**src/hw/rtl/ibos_pkg.sv**
```systemverilog
// Shared types and constants for the indirect branch opcode scanner.
// Used by ibos_decode and indirect_branch_opcode_scanner; no dependencies.
package ibos_pkg;

   localparam int POS_WIDTH    = 32;
   localparam int OFFSET_WIDTH = 32;
   localparam int DISP_WIDTH   = 32;
   localparam int WINDOW_DEPTH = 7;
   localparam int HELD_DEPTH   = WINDOW_DEPTH - 1;

   localparam logic [7:0] PREFIX_BYTE  = 8'hFF;
   localparam logic [7:0] SIB_ESP_ONLY = 8'h24;

   localparam logic [2:0] REG_CALL = 3'd2;
   localparam logic [2:0] REG_JMP  = 3'd4;
   localparam logic [2:0] RM_SIB   = 3'd4;

   localparam logic [1:0] MOD_INDIRECT = 2'd0;
   localparam logic [1:0] MOD_DISP8    = 2'd1;
   localparam logic [1:0] MOD_DISP32   = 2'd2;
   localparam logic [1:0] MOD_DIRECT   = 2'd3;

   localparam logic [1:0] MODE_REGISTER = 2'd0;
   localparam logic [1:0] MODE_DISP8    = 2'd1;
   localparam logic [1:0] MODE_DISP32   = 2'd2;

   typedef logic [2:0] count_type;
   typedef logic [WINDOW_DEPTH-1:0][7:0] window_type;

   typedef struct packed {
      logic                         hit;
      logic                         is_jump;
      logic [2:0]                   base_register;
      logic [1:0]                   address_mode;
      logic signed [DISP_WIDTH-1:0] displacement;
   } match_type;

endpackage

```
**src/hw/rtl/ibos_decode.sv**
```systemverilog
// Decodes one candidate position: 0xFF, ModRM, optional SIB and displacement.
// Depends on ibos_pkg.
module ibos_decode import ibos_pkg::*; (
   input  window_type view,
   input  count_type  avail,
   output match_type  result
);

   logic [7:0]  modrm;
   logic [2:0]  reg_field;
   logic [1:0]  mod_field;
   logic [2:0]  rm_field;
   logic        has_sib;
   count_type   need;
   logic [7:0]  disp8;
   logic [31:0] disp32;
   logic        sib_ok;

   always_comb begin
      modrm     = view[1];
      reg_field = modrm[5:3];
      mod_field = modrm[7:6];
      rm_field  = modrm[2:0];
      has_sib   = (rm_field == RM_SIB);
      disp8     = has_sib ? view[3] : view[2];
      disp32    = has_sib ? {view[6], view[5], view[4], view[3]}
                          : {view[5], view[4], view[3], view[2]};
      sib_ok    = !has_sib || (mod_field == MOD_DIRECT) || (view[2] == SIB_ESP_ONLY);

      case (mod_field)
         MOD_DISP8: begin
            need = has_sib ? 3'd4 : 3'd3;
         end
         MOD_DISP32: begin
            need = has_sib ? 3'd7 : 3'd6;
         end
         default: begin
            need = 3'd2;
         end
      endcase

      result.hit = (avail >= 3'd2) && (view[0] == PREFIX_BYTE)
                   && ((reg_field == REG_CALL) || (reg_field == REG_JMP))
                   && (mod_field != MOD_INDIRECT) && (avail >= need) && sib_ok;
      result.is_jump       = (reg_field == REG_JMP);
      result.base_register = rm_field;

      case (mod_field)
         MOD_DISP8: begin
            result.address_mode = MODE_DISP8;
            result.displacement = {{(DISP_WIDTH-8){disp8[7]}}, disp8};
         end
         MOD_DISP32: begin
            result.address_mode = MODE_DISP32;
            result.displacement = disp32;
         end
         default: begin
            result.address_mode = MODE_REGISTER;
            result.displacement = '0;
         end
      endcase
   end

endmodule

```
**src/hw/rtl/indirect_branch_opcode_scanner.sv**
```systemverilog
// Indirect branch opcode scanner: finds x86 indirect call/jmp encodings in a byte stream.
// Path: bytes register into the frame, then each match into the result register.
// Throughput: one byte per cycle unless req_stall; a byte that yields n results holds
// req_stall until the single result register, one match per cycle unless rsp_stall, takes its last.
// Reset: synchronous; empties the window and returns the stream position to zero.
// Depends on ibos_pkg and ibos_decode.
module indirect_branch_opcode_scanner import ibos_pkg::*; (
   input  logic                           clock,
   input  logic                           reset,
   input  logic                           req_valid,
   output logic                           req_stall,
   input  logic [7:0]                     req_data_byte,
   input  logic                           req_end_of_stream,
   output logic                           rsp_valid,
   input  logic                           rsp_stall,
   output logic [OFFSET_WIDTH-1:0]        rsp_match_offset,
   output logic                           rsp_is_jump,
   output logic [2:0]                     rsp_base_register,
   output logic [1:0]                     rsp_address_mode,
   output logic signed [DISP_WIDTH-1:0]   rsp_displacement,
   output logic                           rsp_last_of_run
);

   logic [HELD_DEPTH-1:0][7:0] win_ff;
   count_type                  fill_ff;
   logic [POS_WIDTH-1:0]       pos_ff;

   window_type                 frame_ff;
   count_type                  flen_ff;
   logic [POS_WIDTH-1:0]       fpos_ff;
   logic                       feos_ff;
   logic                       fvalid_ff;
   logic [WINDOW_DEPTH-1:0]    done_ff;

   logic                       rsp_valid_ff;
   logic [OFFSET_WIDTH-1:0]    offset_ff;
   match_type                  result_ff;
   logic                       last_ff;

   window_type                 frame_in;
   count_type                  flen_in;
   logic [POS_WIDTH-1:0]       pos_inc;
   logic                       accept;

   logic [2*WINDOW_DEPTH-1:0][7:0] frame_pad;
   window_type                 views   [WINDOW_DEPTH];
   count_type                  avails  [WINDOW_DEPTH];
   match_type                  results [WINDOW_DEPTH];
   logic [WINDOW_DEPTH-1:0]    match_vec;
   logic [WINDOW_DEPTH-1:0]    remain;
   logic [WINDOW_DEPTH-1:0]    lowest;
   count_type                  sel;
   logic                       last;
   logic                       out_ready;
   logic                       emit;
   logic                       frame_free;
   logic [POS_WIDTH:0]         offset_sum;
   logic [POS_WIDTH-1:0]       offset_sat;

   assign accept = req_valid && !req_stall;

   always_comb begin
      frame_in          = {8'h00, win_ff};
      frame_in[fill_ff] = req_data_byte;
      flen_in           = fill_ff + 3'd1;
      pos_inc           = (pos_ff == '1) ? pos_ff : pos_ff + 1'b1;
   end

   always_ff @(posedge clock) begin
      if (reset) begin
         win_ff  <= '0;
         fill_ff <= '0;
         pos_ff  <= '0;
      end else if (accept) begin
         if (req_end_of_stream) begin
            win_ff  <= '0;
            fill_ff <= '0;
            pos_ff  <= '0;
         end else if (fill_ff == count_type'(HELD_DEPTH)) begin
            win_ff <= frame_in[WINDOW_DEPTH-1:1];
            pos_ff <= pos_inc;
         end else begin
            win_ff  <= frame_in[HELD_DEPTH-1:0];
            fill_ff <= flen_in;
         end
      end
   end

   assign frame_pad = {{WINDOW_DEPTH{8'h00}}, frame_ff};

   for (genvar k = 0; k < WINDOW_DEPTH; k++) begin : g_pos
      assign views[k]  = frame_pad[k +: WINDOW_DEPTH];
      assign avails[k] = (flen_ff > count_type'(k)) ? flen_ff - count_type'(k) : 3'd0;

      ibos_decode u_decode (
         .view   (views[k]),
         .avail  (avails[k]),
         .result (results[k])
      );

      assign match_vec[k] = fvalid_ff && results[k].hit
                            && (feos_ff || (k == 0 && flen_ff == count_type'(WINDOW_DEPTH)));
   end

   always_comb begin
      remain = match_vec & ~done_ff;
      lowest = remain & (~remain + 1'b1);
      last   = (remain == lowest);
      sel    = '0;
      for (int i = WINDOW_DEPTH - 1; i >= 0; i--) begin
         if (remain[i]) begin
            sel = count_type'(i);
         end
      end
      out_ready  = !rsp_valid_ff || !rsp_stall;
      emit       = out_ready && (remain != '0);
      frame_free = !fvalid_ff || (remain == '0) || (emit && last);
      offset_sum = {1'b0, fpos_ff} + (POS_WIDTH+1)'(sel);
      offset_sat = offset_sum[POS_WIDTH] ? '1 : offset_sum[POS_WIDTH-1:0];
   end

   assign req_stall = !frame_free;

   always_ff @(posedge clock) begin
      if (reset) begin
         fvalid_ff <= 1'b0;
         done_ff   <= '0;
      end else if (accept) begin
         fvalid_ff <= 1'b1;
         done_ff   <= '0;
      end else if (frame_free) begin
         fvalid_ff <= 1'b0;
      end else if (emit) begin
         done_ff <= done_ff | lowest;
      end
   end

   always_ff @(posedge clock) begin
      if (accept) begin
         frame_ff <= frame_in;
         flen_ff  <= flen_in;
         fpos_ff  <= pos_ff;
         feos_ff  <= req_end_of_stream;
      end
   end

   always_ff @(posedge clock) begin
      if (reset) begin
         rsp_valid_ff <= 1'b0;
      end else if (emit) begin
         rsp_valid_ff <= 1'b1;
      end else if (!rsp_stall) begin
         rsp_valid_ff <= 1'b0;
      end
   end

   always_ff @(posedge clock) begin
      if (emit) begin
         offset_ff <= OFFSET_WIDTH'(offset_sat);
         result_ff <= results[sel];
         last_ff   <= last;
      end
   end

   assign rsp_valid         = rsp_valid_ff;
   assign rsp_match_offset  = offset_ff;
   assign rsp_is_jump       = result_ff.is_jump;
   assign rsp_base_register = result_ff.base_register;
   assign rsp_address_mode  = result_ff.address_mode;
   assign rsp_displacement  = result_ff.displacement;
   assign rsp_last_of_run   = last_ff;

endmodule
```
**config.mk**
```make
export PLATFORM = sky130hd
export DESIGN_NAME = indirect_branch_opcode_scanner
export DESIGN_NICKNAME = d
export VERILOG_FILES = /design/src/hw/rtl/ibos_pkg.sv /design/src/hw/rtl/ibos_decode.sv /design/src/hw/rtl/indirect_branch_opcode_scanner.sv
export SDC_FILE = /design/constraint.sdc
export NUM_CORES = 1
export LEC_CHECK = 0
export BUFFER_PORTS_ARGS = -buffer_cell sky130_fd_sc_hd__buf_2
export CORE_ASPECT_RATIO = 2
export CORE_MARGIN = 1.5
export CORE_UTILIZATION = 26
export DETAILED_ROUTE_END_ITERATION = 6
export SETUP_SLACK_MARGIN = 0.15
export SLEW_MARGIN = 40
export SYNTH_ARGS = -nofsm -noshare
export SYNTH_HDL_FRONTEND = slang
export SYNTH_SLANG_ARGS = --single-unit
```
**constraint.sdc**
```tcl
create_clock -name clock -period 6.35 [get_ports clock]
set_input_delay 1.27 -clock clock [delete_from_list [all_inputs] [get_ports clock]]
set_output_delay 1.27 -clock clock [all_outputs]
set_load 0.05 [all_outputs]
```
==> run metrics <==
result of the run=finished, final reports clean; start point of the worst min-delay path=done_ff[5]$_SDFFE_PP0P_; slew at the pin with the worst max-slew slack=0.8189 ns; starting density of the core=26.34%; Post-Route Setup TNS=0 ns; number of synthesized flops with an enable pin=163; area occupied by multi-input gates=8393 µm²; Hold Crit Class=register to register; destination of the worst register-to-register timing path=rsp_match_offset[21]$_SDFFCE_PP1P_; Hold Path Cell Cnt=1; I/O pins=86; final estimated routing congestion in global placement=1.040; Final Max Tran Viols=0; DR WL/cell=20.93 µm; horizontal extent of the die=177.4 µm; area growth from synthesis to layout=13.35%; Primary FF master, synth=edfxtp_1; Die Footprint=62430 µm²; vias per std cell=5.309; synthesized instance count=1768; Min-Delay Endpoint=done_ff[5]$_SDFFE_PP0P_; post-route clock period utilization=86.16%; Final Skew=0.02864 ns; post-CTS setup repair buffer count=0; crit path max fanout=27; per-instance average area after synthesis=8.949 µm²; via total after detailed routing=13750; nets in the synthesized netlist=1846; initial antenna violation count=2; clock tree from TritonCTS=built; number of buffers between clock root and the deepest sink=3; worst rel slew slack=45.25%; number of different library cells in the post-synthesis netlist=75; cell area power density=217.1 nW/µm²; register clock-pin slew on the reported worst setup and hold paths=0.07 ns; final routed DRC violation total=0; Antenna Nets Post-Route=0; Startpoint Class=register; worst reg-to-reg path cell count=22; setup slack of the most critical reg-to-reg path=1.06 ns; CTS Hold Buffers Added=0; overall routed net length=54.20 mm; clock network latency to the later pin of the worst-skew pair=0.57 ns; number of max-capacitance violations reported=0; post-cts resize count=0; Worst Hold Slack=0.4675 ns; startpoint of the lowest-slack register-to-register path=flen_ff[2]$_DFFE_PP_; # port buffers=85; number of warnings issued by yosys=0; total global-route track usage=17.18%; standard-cell row count=127; layout cell share with drive strength beyond 1=12.67%; vias in the first global route=13440; final-layout fill cell count=6317; Req. time, crit path=5.08 ns; area of the mapped netlist=15820 µm²; fraction of the core area covered by cells at the end of the flow=29.86%; Fmax=0.1828 GHz; synthesized flop and latch total=254; number of buffers added by the clock tree synthesis step=23; Setup Viol. Count Final=0; Synth area leader=edfxtp_1; element type at the critical path end=primary output; total power after layout=0.003893 W; number of endpoints with negative hold slack in the final report=0; clock root buffer=clkbuf_16; minimum clock period after layout=5.471 ns; Worst Path Class, Setup=register to primary output; RSZ-0062 raised after global routing=no; data arrival time at the worst-slack endpoint=4.20 ns; top area cells in the synthesized netlist=edfxtp_1, dfxtp_1, nand2_1; post-synthesis sequential area ratio=42.45%; fraction of synthesis flops using an asynchronous set or reset pin=0%; Layout Cells excl Fill=2590; largest net degree at the start of global routing=89; Detailed Place HPWL=40.56 mm; Peak supply drop=108.0 µV; cell with the most instances after synthesis=nand2_1; cell count after placement=2547; Die Y=351.9 µm; Placeable Area=60070 µm²; gr ovfl total=0; final net count=1876; # clock sinks=254; deepest level of the CTS H-tree=1; global-route wire length before repair=81.55 mm; list of most frequent post-synthesis cells=nand2_1, edfxtp_1, nor2_1; drt first-iter violations=1144; P_leak=6.755 nW; iteration count of the initial detailed-routing pass=6; area share of the largest cell type after synthesis=30.94%; footprint of the flip-flops and latches=6716 µm²
[state kept, by name (all words and copies together), names as in the netlist]
| register | flops |
|---|---|
| rsp_valid | 1 |
| rsp_address_mode | 2 |
| flen_ff | 3 |
| frame_ff | 56 |
| done_ff | 6 |
| rsp_last_of_run | 1 |
| fpos_ff | 32 |
| feos_ff | 1 |
| rsp_match_offset | 32 |
| win_ff | 48 |
| fvalid_ff | 1 |
| rsp_is_jump | 1 |
| pos_ff | 32 |
| rsp_base_register | 3 |
| rsp_displacement | 32 |
| fill_ff | 3 |
[cells in the final DEF (no fill, tap or decap), types with 29 or more instances in the layout]
master      n
edfxtp_1  163
o22ai_1    36
o21ai_0   131
dfxtp_1    91
buf_4      46
nor3_1     50
a21boi_0   45
inv_1      68
mux2i_1    82
nand3_1    42
nor2_1    153
nand2_1   223
and3_1     29
buf_2      85
nor3b_1    32
ha_1       61
a21oi_1    78
[layer usage]
metal	wire (µm)	up-vias	track usage, %
met1	19240	6533	17.90
met4	4322	4	12.69
met5	27	-	0
met3	2696	213	2.016
met2	27910	561	31.33
li1	-	6439	-
[worst max path at each step]
stage	from	endpoint	slack, ns	depth (start not counted)
3_3_place_gp	frame_ff[14]$_DFFE_PP_	rsp_match_offset[7]$_SDFFCE_PP1P_	0.81	21
4_1_cts	flen_ff[2]$_DFFE_PP_	rsp_match_offset[0]$_SDFFCE_PP1P_	0.80	22
6_report	frame_ff[14]$_DFFE_PP_	req_stall	0.88	11
5_1_grt	flen_ff[2]$_DFFE_PP_	req_stall	0.63	13
2_1_floorplan	frame_ff[10]$_DFFE_PP_	rsp_address_mode[0]$_DFFE_PP_	0.31	13
3_5_place_dp	flen_ff[2]$_DFFE_PP_	rsp_match_offset[0]$_SDFFCE_PP1P_	0.82	22
[through the flow]
stage | worst slack, ns | cell area (µm²)
after global placement | 0.8131 | 17060
after floorplan | 0.3126 | 15820
final | 0.8790 | 17930
after CTS | 0.7954 | 17890
after detailed placement | 0.8208 | 17090
after global routing | 0.6313 | 17930
[logic make-up after synthesis]
logic type               count (synthesis)  synth area share (%)
AO/OA/AOI/OAI                          423                 16.78
adder cells (fa/ha/maj)                 66                 5.251
XOR/XNOR                                32                 1.771
multiplexers                            98                 6.327
AND/OR/NAND/NOR                        698                 22.38
buffers and inverters                  197                 5.037
flip-flops                             254                 42.45
[worst max-delay path, cell delays in order (launching register included)]
cell and delay (ns):
edfxtp_1 0.42, inv_1 0.09, ha_1 0.83, nand2_1 0.12
ha_1 0.33, nand2_1 0.06, o21ai_0 0.38, nand4_1 0.23
and2_1 0.36, o211a_4 0.36, nor2_1 0.13, buf_2 0.30
[where the power goes]
group / switching [W] / internal (W) / total (W)
clock: 0.000652 / 0.000848 / 0.00150
combinational: 0.000333 / 0.000176 / 0.000509
sequential: 0.0000687 / 0.00181 / 0.00188
[layout make-up]
| class | instances | share of cell area (%) |
|---|---|---|
| Timing Repair Buffer | 132 | 4.361 |
| Antenna cell | 1 | 0.01395 |
| Clock inverter | 11 | 0.8791 |
| Clock buffer | 31 | 3.600 |
| Multi-Input combinational cell | 1317 | 46.80 |
| Sequential cell | 254 | 37.45 |
| Tap cell | 774 | 5.400 |
| Inverter | 70 | 1.493 |
Note: power is estimated with default switching activity, not from simulation.
